===== config.mk =====
export PLATFORM = sky130hd
export DESIGN_NAME = rtc_ctrl
export DESIGN_NICKNAME = d
export VERILOG_FILES = /design/src/rtl/rtc_pkg.sv /design/src/rtl/rtc_ctrl.sv
export SDC_FILE = /design/constraint.sdc
export NUM_CORES = 1
export LEC_CHECK = 0
export ABC_AREA = 0
export BUFFER_PORTS_ARGS = -buffer_cell sky130_fd_sc_hd__buf_2
export CAP_MARGIN = 5
export CELL_PAD_IN_SITES_DETAIL_PLACEMENT = 0
export CELL_PAD_IN_SITES_GLOBAL_PLACEMENT = 1
export CORE_MARGIN = 4
export CORE_UTILIZATION = 30
export DETAILED_ROUTE_END_ITERATION = 12
export PLACE_DENSITY_LB_ADDON = 0.25
export SYNTH_ARGS = -nofsm -noshare
export SYNTH_HDL_FRONTEND = slang
export SYNTH_SLANG_ARGS = --single-unit

===== constraint.sdc =====
create_clock -name clk -period 1.7 [get_ports clk]
set_input_delay 0.34 -clock clk [delete_from_list [all_inputs] [get_ports clk]]
set_output_delay 0.34 -clock clk [all_outputs]
set_load 0.01 [all_outputs]

===== src/rtl/rtc_pkg.sv =====
// Package with shared types, constants and codes for the redundancy tag cache.
package rtc_pkg;

    localparam int CACHE_LINES_DEF   = 16;
    localparam int TABLE_ENTRIES_DEF = 16;
    localparam int MERGE_MAX_DEF     = 8;
    localparam int ID_BITS_DEF       = 16;

    localparam int MODE_W   = 3;
    localparam int TAG_W    = 32;
    localparam int REQ_W    = 16;
    localparam int STATUS_W = 4;
    localparam int CFG_W    = 5;
    localparam int MLIM_W   = 4;
    localparam int TLIM_W   = 5;
    localparam int CNT_W    = 4;

    localparam logic [MODE_W-1:0] MODE_LOOKUP   = 3'd0;
    localparam logic [MODE_W-1:0] MODE_FILL     = 3'd1;
    localparam logic [MODE_W-1:0] MODE_ALLOC    = 3'd2;
    localparam logic [MODE_W-1:0] MODE_CLEANUP  = 3'd3;
    localparam logic [MODE_W-1:0] MODE_RESPONSE = 3'd4;
    localparam logic [MODE_W-1:0] MODE_RELEASE  = 3'd5;

    localparam logic [STATUS_W-1:0] ST_MISS     = 4'd0;
    localparam logic [STATUS_W-1:0] ST_HIT      = 4'd1;
    localparam logic [STATUS_W-1:0] ST_PENDING  = 4'd2;
    localparam logic [STATUS_W-1:0] ST_NOMATCH  = 4'd3;
    localparam logic [STATUS_W-1:0] ST_STILL    = 4'd4;
    localparam logic [STATUS_W-1:0] ST_FINISHED = 4'd5;
    localparam logic [STATUS_W-1:0] ST_DONE     = 4'd6;
    localparam logic [STATUS_W-1:0] ST_FULL     = 4'd7;
    localparam logic [STATUS_W-1:0] ST_RELEASED = 4'd8;

    localparam logic CFG_MERGE_LIMIT = 1'b0;
    localparam logic CFG_TABLE_LIMIT = 1'b1;

    // Commands from the controller to the datapath.
    typedef struct packed {
        logic capture;
        logic lookup;
        logic fill;
        logic alloc;
        logic response;
        logic release_inv;
        logic compact_step;
        logic compact_start;
        logic compact_end;
        logic rel_start;
        logic rel_step;
    } rtc_cmd_t;

    // Status from the datapath to the controller.
    typedef struct packed {
        logic owner_found;
        logic list_empty;
        logic table_full_cleanup;
        logic compact_done;
        logic rel_last;
    } rtc_stat_t;

endpackage


===== src/rtl/rtc_ctrl.sv =====
// Controller state machine of the redundancy tag cache.
module rtc_ctrl
    import rtc_pkg::*;
(
    input  logic              clk,
    input  logic              rst_n,
    input  logic              in_valid,
    output logic              in_ready,
    input  logic [MODE_W-1:0] in_mode,
    output logic              out_valid,
    input  logic              out_ready,
    output logic              out_last,
    output rtc_cmd_t          cmd,
    input  rtc_stat_t         stat
);

    typedef enum logic [2:0] {
        S_IDLE,
        S_EXEC,
        S_COMPACT,
        S_REL_READ,
        S_OUT,
        S_REL_OUT
    } state_t;

    state_t            state_reg;
    logic [MODE_W-1:0] mode_reg;
    logic              out_valid_reg;
    logic              last_reg;

    logic in_fire;
    logic out_fire;

    assign in_ready  = (state_reg == S_IDLE);
    assign in_fire   = in_valid && in_ready;
    assign out_fire  = out_valid_reg && out_ready;
    assign out_valid = out_valid_reg;
    assign out_last  = last_reg;

    always_comb
    begin
        cmd = '0;
        cmd.capture = in_fire;
        if (state_reg == S_EXEC)
        begin
            cmd.lookup   = (mode_reg == MODE_LOOKUP);
            cmd.fill     = (mode_reg == MODE_FILL);
            cmd.alloc    = (mode_reg == MODE_ALLOC);
            cmd.response = (mode_reg == MODE_RESPONSE);
            cmd.compact_start = (mode_reg == MODE_CLEANUP);
            cmd.rel_start = (mode_reg == MODE_RELEASE);
            cmd.release_inv = (mode_reg == MODE_RELEASE);
        end
        if (state_reg == S_COMPACT)
        begin
            cmd.compact_step = !stat.compact_done;
            cmd.compact_end  = stat.compact_done;
        end
        if (state_reg == S_REL_OUT && out_fire && !last_reg)
            cmd.rel_step = 1'b1;
    end

    always_ff @(posedge clk or negedge rst_n)
    begin
        if (!rst_n)
        begin
            state_reg     <= S_IDLE;
            mode_reg      <= MODE_LOOKUP;
            out_valid_reg <= 1'b0;
            last_reg      <= 1'b0;
        end
        else
        begin
            unique case (state_reg)
                S_IDLE:
                begin
                    if (in_fire && in_mode <= MODE_RELEASE)
                    begin
                        mode_reg  <= in_mode;
                        state_reg <= S_EXEC;
                    end
                end
                S_EXEC:
                begin
                    if (mode_reg == MODE_CLEANUP && stat.table_full_cleanup)
                        state_reg <= S_COMPACT;
                    else if (mode_reg == MODE_RELEASE && stat.owner_found
                             && !stat.list_empty)
                        state_reg <= S_REL_READ;
                    else
                    begin
                        out_valid_reg <= 1'b1;
                        last_reg      <= 1'b1;
                        state_reg     <= S_OUT;
                    end
                end
                S_COMPACT:
                begin
                    if (stat.compact_done)
                    begin
                        out_valid_reg <= 1'b1;
                        last_reg      <= 1'b1;
                        state_reg     <= S_OUT;
                    end
                end
                S_REL_READ:
                begin
                    out_valid_reg <= 1'b1;
                    last_reg      <= stat.rel_last;
                    state_reg     <= S_REL_OUT;
                end
                S_OUT:
                begin
                    if (out_fire)
                    begin
                        out_valid_reg <= 1'b0;
                        last_reg      <= 1'b0;
                        state_reg     <= S_IDLE;
                    end
                end
                S_REL_OUT:
                begin
                    if (out_fire)
                    begin
                        out_valid_reg <= 1'b0;
                        if (last_reg)
                        begin
                            last_reg  <= 1'b0;
                            state_reg <= S_IDLE;
                        end
                        else
                            state_reg <= S_REL_READ;
                    end
                end
                default:
                    state_reg <= S_IDLE;
            endcase
        end
    end

    a_out_only_when_busy: assert property (@(posedge clk) disable iff (!rst_n)
        out_valid |-> !in_ready)
        else $error("result offered while idle");
    a_last_only_valid: assert property (@(posedge clk) disable iff (!rst_n)
        out_last |-> out_valid || state_reg == S_REL_READ)
        else $error("last flag without a result");
    a_idle_after_last: assert property (@(posedge clk) disable iff (!rst_n)
        (out_fire && last_reg) |=> in_ready)
        else $error("not idle after final result");

endmodule


== Word level (Yosys, flattened, before mapping) ==
Index checks and enable logic that the tools add are counted.
W data, S select, Z words.
Storage, ports and cells
  bits in writable memories: 0
  bits in latches: 0
  bits in registers: 8
  memories kept: 0
  bits in read-only memories: 0
  bits of input ports: 12
Operators by class
  divide/modulo/power cells: 0
  add/sub/neg operators: 0
  shift-type cells: 0
  $lt $le $gt $ge: 1
  equality and inequality tests: 17
  bitwise operators: 0
  multiply operators: 0
  mux-type cells: 20
  reduce and logical (&&, ||, !) cells: 18
Operator list (number)
  $mux W3: 6
  $pmux W3 S6: 1
  $eq A3 B2 Y1 const B: 4
  $eq A3 B3 Y1 const B: 4
  $ne A2 B2 Y1 const B: 5
  $mux W1: 9
  $logic_and A1 B1 Y1: 8
  $pmux W1 S4: 2
  $eq A3 B1 Y1 const B: 2
  $logic_not A3 Y1: 2
  $mux W5: 1
  $reduce_and A5 Y1: 1
  $ne A2 B1 Y1 const B: 2
  $reduce_and A4 Y1: 1
  $reduce_bool A4 Y1: 1
  $le A3 B3 Y1 const B: 1
  $logic_not A1 Y1: 3
  $mux W2: 1
  $reduce_and A2 Y1: 1
  $reduce_or A2 Y1: 1

== Logic depth before layout (Yosys ltp) ==
Gate-level depths: netlist (run 1).
  depth after elaboration: 6
  mapped depth: 6

== Worst setup path before layout (run 1) ==
No wires, ideal clock.
  kind: reg2out
  start: register state_reg[1]
  end: output port cmd[5] in the netlist's numbering
  path slack: -0.113 ns
  path buffers: 3
  stages on the path, launching flop included: 6
  arrival time: 1.473 ns
  data required time: 1.360 ns
  path through: dfrtp_1 buf_6 or3b_1 buf_6 nor4b_4 buf_4
RTL lines
  from (decl): RTL line rtc_ctrl.sv:26  | state_t state_reg;
  from (signal assigned): RTL line rtc_ctrl.sv:67  | state_reg <= S_IDLE;
  from (signal assigned): RTL line rtc_ctrl.sv:80  | state_reg <= S_EXEC;
  from (signal assigned): RTL line rtc_ctrl.sv:86  | state_reg <= S_COMPACT;
  to (decl): RTL line rtc_ctrl.sv:13  | output rtc_cmd_t cmd,

==> report_table.html, run 1 <==
<table>
<tr><th>Metric</th><th>Value</th></tr>
<tr><th colspan="2">Run status</th></tr>
<tr><td>Status</td><td>finished, violations left</td></tr>
<tr><td>Violations in the final reports</td><td>setup timing</td></tr>
<tr><th colspan="2">Synth</th></tr>
<tr><td>Total number of yosys warnings</td><td>0</td></tr>
<tr><td>Portion of the post-synthesis area used by sequential elements</td><td>31.7%</td></tr>
<tr><td>Synthesized area per cell</td><td>9.16 um2</td></tr>
<tr><td>Number of distinct library cell variants in the gate-level netlist after synthesis</td><td>33</td></tr>
<tr><td>Mapped Nets</td><td>about 80</td></tr>
<tr><td>Total of flip-flops plus latches after synthesis</td><td>8</td></tr>
<tr><td>Post-synthesis instance area</td><td>about 630 um2</td></tr>
<tr><td>Cell count after synthesis</td><td>69</td></tr>
<tr><th colspan="2">STA</th></tr>
<tr><td>Hold Fails Final Rpt</td><td>0</td></tr>
<tr><td>Shortest period the worst path allows</td><td>about 1.9 ns</td></tr>
<tr><td>Transition time of the tightest slew-check pin</td><td>about 0.31 ns</td></tr>
<tr><td>Setup violations, final</td><td>10</td></tr>
<tr><td>Post-route fraction of the period consumed by the critical path</td><td>110%</td></tr>
<tr><td>Highest clock rate</td><td>roughly 0.54 GHz</td></tr>
<tr><td>Unrepaired setup endpoints after global routing</td><td>true</td></tr>
<tr><td>Worst slew margin</td><td>between 70% and 80%</td></tr>
<tr><td>Worst-case clock skew</td><td>just under 0.009 ns</td></tr>
<tr><td>Max-slew violation count</td><td>0</td></tr>
<tr><td>Setup slack after layout</td><td>-0.165 ns</td></tr>
<tr><th colspan="2">Critical path</th></tr>
<tr><td>Arrival time of data at the critical path endpoint</td><td>1.52 ns</td></tr>
<tr><td>Depth of the worst register-to-register path</td><td>5</td></tr>
<tr><td>Critical path startpoint category</td><td>flip-flop</td></tr>
<tr><td>Required time of the worst setup path</td><td>1.36 ns</td></tr>
<tr><td>Endpoint type of the worst setup path</td><td>primary output</td></tr>
<tr><td>Reg2Reg Launch Point</td><td>state_reg[1]$_DFFE_PN0P_</td></tr>
<tr><td>Beginning of the critical path</td><td>state_reg[1]$_DFFE_PN0P_</td></tr>
<tr><td>Internal reg-to-reg setup slack</td><td>-0.03 ns</td></tr>
<tr><td>CP Max Fanout</td><td>6</td></tr>
<tr><td>Worst Setup Path Type</td><td>flip-flop to primary output</td></tr>
<tr><td>Endpoint of the worst-slack reg-to-reg timing path</td><td>out_valid$_DFFE_PN0P_</td></tr>
<tr><th colspan="2">Pwr</th></tr>
<tr><td>Worst voltage drop across the vdd grid</td><td>~710 uV</td></tr>
<tr><td>Power per standard cell area</td><td>~1500 nW/um2</td></tr>
<tr><td>LEAKAGE</td><td>about 0.43 nW</td></tr>
<tr><td>Total design power</td><td>approximately 0.0014 W</td></tr>
<tr><th colspan="2">Layout</th></tr>
<tr><td>Filler Cells Inserted</td><td>209</td></tr>
<tr><td>Layout cell share with drive strength beyond 1</td><td>between 50% and 60%</td></tr>
<tr><td>Final Core Density</td><td>44.8%</td></tr>
<tr><td>Number of nets in the layout</td><td>116</td></tr>
<tr><td>Number of antenna cells inserted</td><td>0</td></tr>
<tr><td>Area delta synth-&gt;final</td><td>40.6%</td></tr>
<tr><td>Count of non-filler cells in the finished layout</td><td>129</td></tr>
<tr><th colspan="2">Placement</th></tr>
<tr><td>Final weighted congestion of routability-driven global placement</td><td>~0.84</td></tr>
<tr><td>Post-detailed-placement half-perimeter wirelength</td><td>1250 um</td></tr>
<tr><td>Number of port buffers</td><td>25</td></tr>
<tr><td>Number of cells in the design after placement</td><td>between 100 and 150</td></tr>
<tr><td>Post-Place Worst Slack</td><td>around 0.025 ns</td></tr>
<tr><th colspan="2">Route</th></tr>
<tr><td>Iteration-0 DRC count of the detailed router</td><td>12</td></tr>
<tr><td>Wire length on met1</td><td>roughly 730 um</td></tr>
<tr><td>Pre-Repair DR Iteration Count</td><td>3</td></tr>
<tr><td>Total number of vias</td><td>between 600 and 700</td></tr>
<tr><td>Average detailed-routed wire length per instance</td><td>about 12 um</td></tr>
<tr><td>Met2 layer wire length in the routed design</td><td>a little under 700 um</td></tr>
<tr><td>Via-to-Cell Ratio</td><td>~5</td></tr>
<tr><td>Number of nets with antenna violations after detailed routing</td><td>0</td></tr>
<tr><td>Highest metal layer with signal wires</td><td>met4</td></tr>
<tr><td>Detailed-route DRC error count</td><td>0</td></tr>
<tr><td>Routed wl met3</td><td>between 100 and 150 um</td></tr>
<tr><td>Detailed Route WL</td><td>~1600 um</td></tr>
<tr><th colspan="2">Worst hold path</th></tr>
<tr><td>Min-Delay Startpoint</td><td>in_mode[0]</td></tr>
<tr><td>Worst Hold Class</td><td>input port to flip-flop</td></tr>
<tr><td>Worst Hold Path Cells</td><td>2</td></tr>
<tr><td>Hold path endpoint</td><td>mode_reg[0]$_DFFE_PN0P_</td></tr>
<tr><th colspan="2">Global routing</th></tr>
<tr><td>Largest net degree at the start of global routing</td><td>14</td></tr>
<tr><td>Antenna violations before repair</td><td>0</td></tr>
<tr><td>All-layer global routing usage</td><td>approximately an eighth</td></tr>
<tr><td>Wire length of the first global-routing pass</td><td>~2400 um</td></tr>
<tr><td>Grt ovf</td><td>0</td></tr>
<tr><td>Vias in the first global route</td><td>~550</td></tr>
<tr><th colspan="2">Floorplanning</th></tr>
<tr><td>Area of the core</td><td>a little under 2000 um2</td></tr>
<tr><td>Initial standard-cell utilization of the core</td><td>31.9%</td></tr>
<tr><td>Vertical die dimension</td><td>~54 um</td></tr>
<tr><td>Overall die width</td><td>~54 um</td></tr>
<tr><td>Total I/O pin count</td><td>26</td></tr>
<tr><td>Die footprint</td><td>a little under 3000 um2</td></tr>
<tr><td>Number of cell rows</td><td>16</td></tr>
<tr><th colspan="2">Clocking</th></tr>
<tr><td>CTS root buf</td><td>clkbuf_4</td></tr>
<tr><td>Clock tree from TritonCTS</td><td>built</td></tr>
<tr><td>Insertion delay to the later sink of the worst-skew pair</td><td>approximately 0.26 ns</td></tr>
<tr><td>Clock buffer depth</td><td>2</td></tr>
<tr><td>Num Clock Sinks</td><td>8</td></tr>
<tr><td>Reg clk slew, reported paths</td><td>roughly 0.060 ns</td></tr>
<tr><td>H-Tree Level Count</td><td>1</td></tr>
<tr><td>Number of CTS-inserted buffers</td><td>3</td></tr>
<tr><th colspan="2">Job</th></tr>
<tr><td>Max cap viols</td><td>0</td></tr>
</table>
## critical path: stages (launching register included)
cell and delay (ns):
dfrtp_1 0.37, or3b_4 0.45, nor4b_4 0.26, buf_2 0.18
## worst max-delay path by stage
stage	end	depth (start not counted)
floorplan	cmd[5]	5
global placement	cmd[6]	3
detailed placement	cmd[1]	3
CTS	cmd[6]	3
global route	cmd[5]	3
finish	cmd[5]	3
## metal layers
metal | global-route usage [%] | vias up
met2 | 17.1 | 21
met1 | 15.4 | 303
met4 | 9.36 | 0
met3 | 3.32 | 7
li1 | - | 319
met5 | 0 | -
## Yosys cell counts
cell / n / area (um2)
nand2b_1: 1 / 6.26
mux2_2: 1 / 11.3
nand4bb_1: 1 / 11.3
a21boi_0: 1 / 7.51
o22ai_1: 1 / 6.26
nand3_2: 1 / 10.0
mux2_4: 1 / 15.0
nor3_1: 3 / 15.0
dfrtp_1: 8 / 200
or3_2: 1 / 7.51
a221o_2: 1 / 11.3
nor4_1: 3 / 18.8
and3b_1: 1 / 8.76
nand2_1: 7 / 26.3
a211o_4: 1 / 17.5
nand3_1: 3 / 15.0
nor4b_1: 1 / 8.76
buf_4: 2 / 15.0
a32oi_1: 1 / 8.76
nor4b_4: 1 / 23.8
clkbuf_2: 1 / 5.00
buf_6: 4 / 45.0
a21oi_1: 1 / 5.00
a32o_1: 1 / 10.0
nand3b_1: 1 / 7.51
a22o_2: 1 / 10.0
inv_1: 5 / 18.8
o22a_1: 2 / 17.5
nor2_1: 6 / 22.5
o21ai_0: 3 / 15.0
o21a_1: 1 / 7.51
o21bai_1: 2 / 15.0
or3b_1: 1 / 8.76
## per-stage QoR
step | hold WS, ns | cell area [um2] | TNS, ns
CTS | 0.315 | 846 | -0.934
global placement | 0.199 | 778 | 0
global route | 0.324 | 888 | -1.60
detailed placement | 0.199 | 778 | 0
floorplan | 0.0444 | 632 | -0.243
finish | 0.324 | 888 | -0.916
## final cells by class
cell class,count,area (um2),area share (%)
Tap cell,27,33.8,3.80
Clock buffer,3,22.5,2.54
Inverter,5,18.8,2.11
Timing Repair Buffer,37,221,24.9
Sequential cell,8,200,22.5
Multi-Input combinational cell,49,392,44.1
## report_power, final
part	internal [W]	switching [W]	leakage [nW]
registers	0.000280	0.0000828	0.0974
clock network	0.0000813	0.0000717	0.0138
logic	0.000433	0.000425	0.322
total	0.000794	0.000580	0.433
## cells in the final DEF, fill, tap and decap left out, types with 2 or more instances in the layout
| cell type | synthesis | final |
|---|---|---|
| nor4_1 | 3 | 2 |
| o21bai_1 | 2 | 2 |
| nor2_1 | 6 | 6 |
| inv_1 | 5 | 4 |
| o21ai_0 | 3 | 3 |
| nand2_1 | 7 | 7 |
| clkbuf_4 | 0 | 3 |
| buf_2 | 0 | 25 |
| o22a_1 | 2 | 2 |
| nand3_1 | 3 | 2 |
| dfrtp_1 | 8 | 8 |
| buf_4 | 2 | 10 |
## cells by family (layout without fill, tap and decap cells)
group / after synthesis / in the layout / synth area share [%]
simple gates: 31 / 31 / 30.1
compound gates: 16 / 16 / 20.8
buf+inv: 12 / 45 / 13.3
flops: 8 / 8 / 31.7
mux: 2 / 2 / 4.16
## what timing repair did
action / 4_1_cts / 5_1_grt
hold buffers: 1 / 0
setup buffers: 2 / 2
pin swaps: 1 / 1
endpoints found under the hold margin: 8 / 0
setup endpoints to repair: 10 / 13
gates resized for setup: 4 / 6
No activity file was read; power rests on OpenSTA's default activity.
==> inputs of run 2 (changes only) <==
--- a/config.mk
+++ b/config.mk
@@ -15,4 +15,5 @@
 export DETAILED_ROUTE_END_ITERATION = 12
 export PLACE_DENSITY_LB_ADDON = 0.25
+export RECOVER_POWER = 100
 export SYNTH_ARGS = -nofsm -noshare
 export SYNTH_HDL_FRONTEND = slang
==> constraint.sdc (replaced) <==
create_clock -name clk -period 1.7 [get_ports clk]
set_input_delay 0.34 -clock clk [delete_from_list [all_inputs] [get_ports clk]]
set_output_delay 0.34 -clock clk [all_outputs]
set_load 0.02 [all_outputs]
==> run 2 against run 1 <==
Compared with the run above:
- the run still ends with setup timing left
- sequential share of layout area shrank 1.1 points
- routed wire length shrank 2.5%
- fmax shrank 0.78%
- count of clock-buffer cells in the layout is the same
- highest routed layer unchanged
==> report_table.html, run 2 (same netlist as run 1, synthesis figures left out) <==
<table>
<tr><th>Metric</th><th>Value</th></tr>
<tr><th colspan="2">Critical path</th></tr>
<tr><td>Depth of the worst register-to-register path</td><td>5 (unchanged)</td></tr>
<tr><td>CP Max Fanout</td><td>6 (unchanged)</td></tr>
<tr><td>Beginning of the critical path</td><td>state_reg[2]$_DFFE_PN0P_ (was state_reg[1]$_DFFE_PN0P_)</td></tr>
<tr><td>Reg2Reg Launch Point</td><td>state_reg[2]$_DFFE_PN0P_ (was state_reg[1]$_DFFE_PN0P_)</td></tr>
<tr><td>Crit-path cells</td><td>or3b_4, nor4b_4, buf_4 (was or3b_4, nor4b_4, buf_2)</td></tr>
<tr><td>Total buffers and inverters traversed by the critical path</td><td>1 (unchanged)</td></tr>
<tr><td>Required time of the worst setup path</td><td>1.36 ns (about the same)</td></tr>
<tr><td>Worst Setup Path Type</td><td>flip-flop to primary output (unchanged)</td></tr>
<tr><td>Endpoint type of the worst setup path</td><td>primary output (unchanged)</td></tr>
<tr><td>Critical path startpoint category</td><td>flip-flop (unchanged)</td></tr>
<tr><td>Internal reg-to-reg setup slack</td><td>-0.04 ns (was -0.03 ns)</td></tr>
<tr><td>Family of cells with the greatest summed delay on the critical path</td><td>simple AND/OR/NAND/NOR gates (unchanged)</td></tr>
<tr><td>Maximum single-stage delay on the critical path</td><td>0.43 ns (was 0.45 ns)</td></tr>
<tr><td>Highest-delay cell along the critical path</td><td>or3b_4 (unchanged)</td></tr>
<tr><td>Arrival time of data at the critical path endpoint</td><td>1.54 ns (was 1.52 ns)</td></tr>
<tr><td>Endpoint of the worst-slack reg-to-reg timing path</td><td>out_last$_DFFE_PN0P_ (was out_valid$_DFFE_PN0P_)</td></tr>
<tr><th colspan="2">Layout</th></tr>
<tr><td>Final Core Density</td><td>47.2% (was 44.8%)</td></tr>
<tr><td>Post-route cell area</td><td>936 um2 (was 888 um2)</td></tr>
<tr><td>Highest-count cells in the layout ignoring fill and taps</td><td>buf_4 (20), buf_2 (11), dfrtp_1 (8) (was buf_2 (25), buf_4 (10), dfrtp_1 (8))</td></tr>
<tr><td>Area delta synth-&gt;final</td><td>48.1% (was 40.6%)</td></tr>
<tr><td>Number of nets in the layout</td><td>117 (was 116)</td></tr>
<tr><td>Multi-input logic area</td><td>414 um2 (was 392 um2)</td></tr>
<tr><td>Filler Cells Inserted</td><td>196 (was 209)</td></tr>
<tr><td>Layout cell share with drive strength beyond 1</td><td>53.4% (was 52.9%)</td></tr>
<tr><td>Total area of sequential cells</td><td>200 um2 (unchanged)</td></tr>
<tr><td>Leading cell type in the layout, fill and taps excluded</td><td>buf_4 (was buf_2)</td></tr>
<tr><td>Number of antenna cells inserted</td><td>0 (unchanged)</td></tr>
<tr><th colspan="2">Worst hold path</th></tr>
<tr><td>Hold path endpoint</td><td>mode_reg[0]$_DFFE_PN0P_ (unchanged)</td></tr>
<tr><td>Min-Delay Startpoint</td><td>in_mode[0] (unchanged)</td></tr>
<tr><td>Worst Hold Class</td><td>input port to flip-flop (unchanged)</td></tr>
<tr><td>Worst Hold Path Cells</td><td>2 (unchanged)</td></tr>
<tr><th colspan="2">Route</th></tr>
<tr><td>Met2 layer wire length in the routed design</td><td>728 um (was 686 um)</td></tr>
<tr><td>Iteration-0 DRC count of the detailed router</td><td>9 (was 12)</td></tr>
<tr><td>Wire length on met1</td><td>734 um (was 730 um)</td></tr>
<tr><td>Highest metal layer with signal wires</td><td>met4 (unchanged)</td></tr>
<tr><td>Pre-Repair DR Iteration Count</td><td>4 (was 3)</td></tr>
<tr><td>Average detailed-routed wire length per instance</td><td>11.9 um (was 12.3 um)</td></tr>
<tr><td>Routed wl met3</td><td>79 um (was 113 um)</td></tr>
<tr><td>Total number of vias</td><td>635 (was 650)</td></tr>
<tr><td>Number of nets with antenna violations after detailed routing</td><td>0 (unchanged)</td></tr>
<tr><td>Detailed Route WL</td><td>1550 um (was 1590 um)</td></tr>
<tr><td>Detailed-route DRC error count</td><td>0 (unchanged)</td></tr>
<tr><td>Via-to-Cell Ratio</td><td>4.88 (was 5.04)</td></tr>
<tr><th colspan="2">Floorplanning</th></tr>
<tr><td>Total I/O pin count</td><td>26 (unchanged)</td></tr>
<tr><td>Initial standard-cell utilization of the core</td><td>31.9% (unchanged)</td></tr>
<tr><td>Die footprint</td><td>2900 um2 (unchanged)</td></tr>
<tr><td>Number of cell rows</td><td>16 (unchanged)</td></tr>
<tr><td>Vertical die dimension</td><td>53.9 um (unchanged)</td></tr>
<tr><td>Overall die width</td><td>53.9 um (unchanged)</td></tr>
<tr><td>Area of the core</td><td>1980 um2 (unchanged)</td></tr>
<tr><th colspan="2">Clocking</th></tr>
<tr><td>H-Tree Level Count</td><td>1 (unchanged)</td></tr>
<tr><td>Number of CTS-inserted buffers</td><td>3 (unchanged)</td></tr>
<tr><td>Num Clock Sinks</td><td>8 (unchanged)</td></tr>
<tr><td>Reg clk slew, reported paths</td><td>0.05 ns (was 0.06 ns)</td></tr>
<tr><td>Insertion delay to the later sink of the worst-skew pair</td><td>0.25 ns (was 0.26 ns)</td></tr>
<tr><td>CTS root buf</td><td>clkbuf_4 (unchanged)</td></tr>
<tr><td>Clock buffer depth</td><td>2 (unchanged)</td></tr>
<tr><td>Clock tree from TritonCTS</td><td>built (unchanged)</td></tr>
<tr><th colspan="2">Pwr</th></tr>
<tr><td>Power per standard cell area</td><td>1530 nW/um2 (was 1550 nW/um2)</td></tr>
<tr><td>Worst voltage drop across the vdd grid</td><td>885 uV (was 711 uV)</td></tr>
<tr><td>Total design power</td><td>0.00143 W (was 0.00137 W)</td></tr>
<tr><td>LEAKAGE</td><td>0.423 nW (was 0.433 nW)</td></tr>
<tr><th colspan="2">STA</th></tr>
<tr><td>Post-route fraction of the period consumed by the critical path</td><td>111% (was 110%)</td></tr>
<tr><td>Hold Fails Final Rpt</td><td>0 (unchanged)</td></tr>
<tr><td>Worst-case clock skew</td><td>0.00655 ns (was 0.00878 ns)</td></tr>
<tr><td>Highest clock rate</td><td>0.532 GHz (was 0.536 GHz)</td></tr>
<tr><td>Transition time of the tightest slew-check pin</td><td>0.448 ns (was 0.313 ns)</td></tr>
<tr><td>Setup slack after layout</td><td>-0.179 ns (was -0.165 ns)</td></tr>
<tr><td>Max-slew violation count</td><td>0 (unchanged)</td></tr>
<tr><td>Setup violations, final</td><td>12 (was 10)</td></tr>
<tr><td>Unrepaired setup endpoints after global routing</td><td>true (unchanged)</td></tr>
<tr><td>Shortest period the worst path allows</td><td>1.88 ns (was 1.86 ns)</td></tr>
<tr><td>Worst slew margin</td><td>70.1% (was 78.9%)</td></tr>
<tr><th colspan="2">Job</th></tr>
<tr><td>Max cap viols</td><td>0 (unchanged)</td></tr>
<tr><th colspan="2">Placement</th></tr>
<tr><td>Number of port buffers</td><td>25 (unchanged)</td></tr>
<tr><td>Final weighted congestion of routability-driven global placement</td><td>0.731 (was 0.836)</td></tr>
<tr><td>Area after detailed placement</td><td>822 um2 (was 778 um2)</td></tr>
<tr><td>Post-detailed-placement half-perimeter wirelength</td><td>1220 um (was 1250 um)</td></tr>
<tr><td>Post-Place Worst Slack</td><td>-0.0235 ns (was 0.0251 ns)</td></tr>
<tr><th colspan="2">Global routing</th></tr>
<tr><td>Antenna violations before repair</td><td>0 (unchanged)</td></tr>
<tr><td>Vias in the first global route</td><td>557 (was 553)</td></tr>
<tr><td>Largest net degree at the start of global routing</td><td>14 (unchanged)</td></tr>
<tr><td>Grt ovf</td><td>0 (unchanged)</td></tr>
<tr><td>Wire length of the first global-routing pass</td><td>2440 um (was 2430 um)</td></tr>
<tr><td>All-layer global routing usage</td><td>11.9% (was 12.1%)</td></tr>
<tr><th colspan="2">Run status</th></tr>
<tr><td>Status</td><td>finished, violations left (unchanged)</td></tr>
<tr><td>Violations in the final reports</td><td>setup timing (unchanged)</td></tr>
</table>
==> run 2: cell types whose count changed in the layout (fill, tap and decap cells not counted), moves of 2 or more <==
| cell | previous run | this run |
|---|---|---|
| nor4_1 | 2 | 0 |
| nor2_1 | 6 | 4 |
| buf_2 | 25 | 11 |
| buf_4 | 10 | 20 |
| clkbuf_1 | 0 | 4 |
==> run 2: area by class of cell <==
| class | instances | share of cell area, % |
|---|---|---|
| Clock buffer | 3 | 2.41 |
| Inverter | 5 | 2.01 |
| Multi-Input combinational cell | 49 | 44.3 |
| Sequential cell | 8 | 21.4 |
| Tap cell | 27 | 3.61 |
| Timing Repair Buffer | 38 | 26.3 |
==> run 2: worst max-delay path by stage <==
stage | cells past startpoint | slack (ns) | end
global placement | 3 | 0.001 | cmd[5]
floorplan | 5 | -0.25 | cmd[5]
global route | 3 | -0.27 | cmd[5]
detailed placement | 5 | -0.02 | cmd[7]
finish | 3 | -0.18 | cmd[5]
CTS | 3 | -0.20 | cmd[5]
==> run 2: per-layer routing <==
layer | vias to the layer above | GRT usage (%)
li1 | 320 | -
met2 | 15 | 17.9
met5 | - | 0
met3 | 2 | 2.49
met1 | 298 | 15.9
met4 | 0 | 6.38
==> run 2: per-stage QoR <==
step / hold slack (ns) / TNS (ns) / instances
after CTS: 0.324 / -1.26 / 129
after global routing: 0.319 / -2.09 / 130
after floorplan: 0.0444 / -0.771 / 69
final: 0.332 / -1.22 / 130
after global placement: 0.192 / 0 / 123
after detailed placement: 0.195 / -0.0938 / 123
==> run 2: repair_timing <==
item	CTS	global route
buffers inserted	2	1
pin swaps	1	0
resized for setup	13	8
hold buffers	1	0
setup endpoints to repair	11	14
cloned	0	0
hold endpoints to repair	8	0
==> run 2: power breakdown <==
part,internal (W),total (W),switching (W)
clock network,0.0000804,0.000140,0.0000594
logic,0.000433,0.000927,0.000494
registers,0.000280,0.000368,0.0000878
==> inputs of run 3 (changes only) <==
SKIP_CTS_REPAIR_TIMING = 1   (was unset)
==> run 3 against run 2 <==
Compared with the run above:
- the run still ends with setup timing left
- sequential share of layout area is 0.47 points higher
- first-iteration DRC count increased by 11%
- largest power group unchanged
- highest routed layer unchanged
- critical path depth is the same
- routed wire length up 1.7%
==> report_table.html, run 3 (same netlist as run 1, synthesis figures left out) <==
<table>
<tr><th>Metric</th><th>Value</th></tr>
<tr><th colspan="2">Floorplanning</th></tr>
<tr><td>Die footprint</td><td>2900 um2 (unchanged)</td></tr>
<tr><td>Area of the core</td><td>1980 um2 (unchanged)</td></tr>
<tr><td>Initial standard-cell utilization of the core</td><td>31.9% (unchanged)</td></tr>
<tr><td>Vertical die dimension</td><td>53.9 um (unchanged)</td></tr>
<tr><td>Number of cell rows</td><td>16 (unchanged)</td></tr>
<tr><td>Overall die width</td><td>53.9 um (unchanged)</td></tr>
<tr><td>Total I/O pin count</td><td>26 (unchanged)</td></tr>
<tr><th colspan="2">Critical path</th></tr>
<tr><td>Worst Setup Path Type</td><td>flip-flop to primary output (unchanged)</td></tr>
<tr><td>CP Max Fanout</td><td>6 (unchanged)</td></tr>
<tr><td>Required time of the worst setup path</td><td>1.36 ns (about the same)</td></tr>
<tr><td>Endpoint type of the worst setup path</td><td>primary output (unchanged)</td></tr>
<tr><td>Arrival time of data at the critical path endpoint</td><td>1.54 ns (about the same)</td></tr>
<tr><td>Critical path startpoint category</td><td>flip-flop (unchanged)</td></tr>
<tr><th colspan="2">Pwr</th></tr>
<tr><td>Power per standard cell area</td><td>1550 nW/um2 (was 1530 nW/um2)</td></tr>
<tr><td>Total design power</td><td>0.00142 W (was 0.00143 W)</td></tr>
<tr><td>Worst voltage drop across the vdd grid</td><td>947 uV (was 885 uV)</td></tr>
<tr><td>LEAKAGE</td><td>0.421 nW (was 0.423 nW)</td></tr>
<tr><th colspan="2">Layout</th></tr>
<tr><td>Area delta synth-&gt;final</td><td>45.0% (was 48.1%)</td></tr>
<tr><td>Count of non-filler cells in the finished layout</td><td>130 (unchanged)</td></tr>
<tr><td>Number of antenna cells inserted</td><td>0 (unchanged)</td></tr>
<tr><td>Layout cell share with drive strength beyond 1</td><td>53.4% (unchanged)</td></tr>
<tr><td>Number of nets in the layout</td><td>117 (unchanged)</td></tr>
<tr><td>Highest-count cells in the layout ignoring fill and taps</td><td>buf_4 (18), buf_2 (13), dfrtp_1 (8) (was buf_4 (20), buf_2 (11), dfrtp_1 (8))</td></tr>
<tr><td>Leading cell type in the layout, fill and taps excluded</td><td>buf_4 (unchanged)</td></tr>
<tr><th colspan="2">Clocking</th></tr>
<tr><td>Insertion delay to the later sink of the worst-skew pair</td><td>0.25 ns (about the same)</td></tr>
<tr><td>Reg clk slew, reported paths</td><td>0.05 ns (about the same)</td></tr>
<tr><td>CTS root buf</td><td>clkbuf_4 (unchanged)</td></tr>
<tr><td>H-Tree Level Count</td><td>1 (unchanged)</td></tr>
<tr><td>Clock buffer depth</td><td>2 (unchanged)</td></tr>
<tr><td>Number of CTS-inserted buffers</td><td>3 (unchanged)</td></tr>
<tr><td>Clock tree from TritonCTS</td><td>built (unchanged)</td></tr>
<tr><td>Num Clock Sinks</td><td>8 (unchanged)</td></tr>
<tr><th colspan="2">Placement</th></tr>
<tr><td>Final weighted congestion of routability-driven global placement</td><td>0.731 (unchanged)</td></tr>
<tr><td>Number of cells in the design after placement</td><td>123 (unchanged)</td></tr>
<tr><td>Post-detailed-placement half-perimeter wirelength</td><td>1220 um (unchanged)</td></tr>
<tr><td>Number of port buffers</td><td>25 (unchanged)</td></tr>
<tr><th colspan="2">Global routing</th></tr>
<tr><td>Grt ovf</td><td>0 (unchanged)</td></tr>
<tr><td>Vias in the first global route</td><td>538 (was 557)</td></tr>
<tr><td>All-layer global routing usage</td><td>11.5% (was 11.9%)</td></tr>
<tr><td>Antenna violations before repair</td><td>0 (unchanged)</td></tr>
<tr><td>Largest net degree at the start of global routing</td><td>14 (unchanged)</td></tr>
<tr><td>Wire length of the first global-routing pass</td><td>2350 um (was 2440 um)</td></tr>
<tr><th colspan="2">STA</th></tr>
<tr><td>TNS Setup</td><td>-1.23 ns (was -1.22 ns)</td></tr>
<tr><td>Setup violations, final</td><td>12 (unchanged)</td></tr>
<tr><td>Highest clock rate</td><td>0.531 GHz (was 0.532 GHz)</td></tr>
<tr><td>Worst-case clock skew</td><td>0.00657 ns (was 0.00655 ns)</td></tr>
<tr><td>Post-route fraction of the period consumed by the critical path</td><td>111% (about the same)</td></tr>
<tr><td>Shortest period the worst path allows</td><td>1.88 ns (about the same)</td></tr>
<tr><td>Final worst hold slack</td><td>0.330 ns (was 0.332 ns)</td></tr>
<tr><td>Max-slew violation count</td><td>0 (unchanged)</td></tr>
<tr><td>Unrepaired setup endpoints after global routing</td><td>true (unchanged)</td></tr>
<tr><td>Transition time of the tightest slew-check pin</td><td>0.451 ns (was 0.448 ns)</td></tr>
<tr><td>Setup slack after layout</td><td>-0.184 ns (was -0.179 ns)</td></tr>
<tr><td>Worst slew margin</td><td>70.0% (was 70.1%)</td></tr>
<tr><td>Hold Fails Final Rpt</td><td>0 (unchanged)</td></tr>
<tr><th colspan="2">Route</th></tr>
<tr><td>Via-to-Cell Ratio</td><td>4.88 (unchanged)</td></tr>
<tr><td>Detailed Route WL</td><td>1580 um (was 1550 um)</td></tr>
<tr><td>Number of nets with antenna violations after detailed routing</td><td>0 (unchanged)</td></tr>
<tr><td>Detailed-route DRC error count</td><td>0 (unchanged)</td></tr>
<tr><td>Pre-Repair DR Iteration Count</td><td>4 (unchanged)</td></tr>
<tr><td>Iteration-0 DRC count of the detailed router</td><td>10 (was 9)</td></tr>
<tr><td>Total number of vias</td><td>635 (unchanged)</td></tr>
<tr><td>Average detailed-routed wire length per instance</td><td>12.1 um (was 11.9 um)</td></tr>
<tr><th colspan="2">Job</th></tr>
<tr><td>Max cap viols</td><td>0 (unchanged)</td></tr>
<tr><th colspan="2">Run status</th></tr>
<tr><td>Status</td><td>finished, violations left (unchanged)</td></tr>
<tr><td>Violations in the final reports</td><td>setup timing (unchanged)</td></tr>
<tr><th colspan="2">Worst hold path</th></tr>
<tr><td>Worst Hold Class</td><td>input port to flip-flop (unchanged)</td></tr>
</table>
## run 3: cell types whose count changed in the layout (fill, tap and decap cells not counted), sizes merged
cell,before,now
buf,32,31
clkbuf,8,9
## run 3: power breakdown
group,switching [W],leakage [nW],internal (W)
clock network,0.0000610,0.0138,0.0000805
logic,0.000486,0.309,0.000422
registers,0.0000897,0.0974,0.000280
## run 3: worst paths after layout
check | from | endpoint | slack [ns] | cells past startpoint
hold reg to reg | out_valid$_DFFE_PN0P_ | out_valid$_DFFE_PN0P_ | 0.57 | 1
setup reg to reg | state_reg[2]$_DFFE_PN0P_ | out_valid$_DFFE_PN0P_ | -0.04 | 5
max in group asynchronous | rst_n | state_reg[1]$_DFFE_PN0P_ | 0.84 | 2
setup / recovery | state_reg[2]$_DFFE_PN0P_ | cmd[5] | -0.18 | 3
min in group asynchronous | rst_n | state_reg[0]$_DFFE_PN0P_ | 0.54 | 2
hold / removal | in_mode[0] | mode_reg[0]$_DFFE_PN0P_ | 0.33 | 2
## run 3: final cells by class
| class | count | area [um2] |
|---|---|---|
| multi-input cells | 49 | 405 |
| inverters | 5 | 18.8 |
| repair buffers | 38 | 235 |
| fillers | 196 | 1070 |
| well taps | 27 | 33.8 |
| flip-flops and latches | 8 | 200 |
| clock buffers | 3 | 22.5 |
## run 3: through the flow
stage / utilization (%) / setup WS, ns / instance area, um2
floorplan: - / -0.247 / 661
global placement: 41.5 / 0.00132 / 822
detailed placement: 41.5 / -0.0235 / 822
CTS: 42.6 / -0.306 / 845
global route: 46.2 / -0.269 / 916
finish: 46.2 / -0.184 / 916
## run 3: critical path: stages (launching register included)
cell	delay, ns
dfrtp_1	0.40
or3b_4	0.43
nor4b_4	0.27
buf_4	0.19
## run 3: layer usage
layer | wire length, um | vias to the layer above | GRT usage [%] | part of all wire, %
met5 | 0 | - | 0 | 0
met4 | 8 | 0 | 6.38 | 0.51
met3 | 77 | 2 | 2.49 | 4.9
met2 | 740 | 15 | 17.1 | 47
met1 | 749 | 297 | 15.3 | 48
li1 | - | 321 | - | -
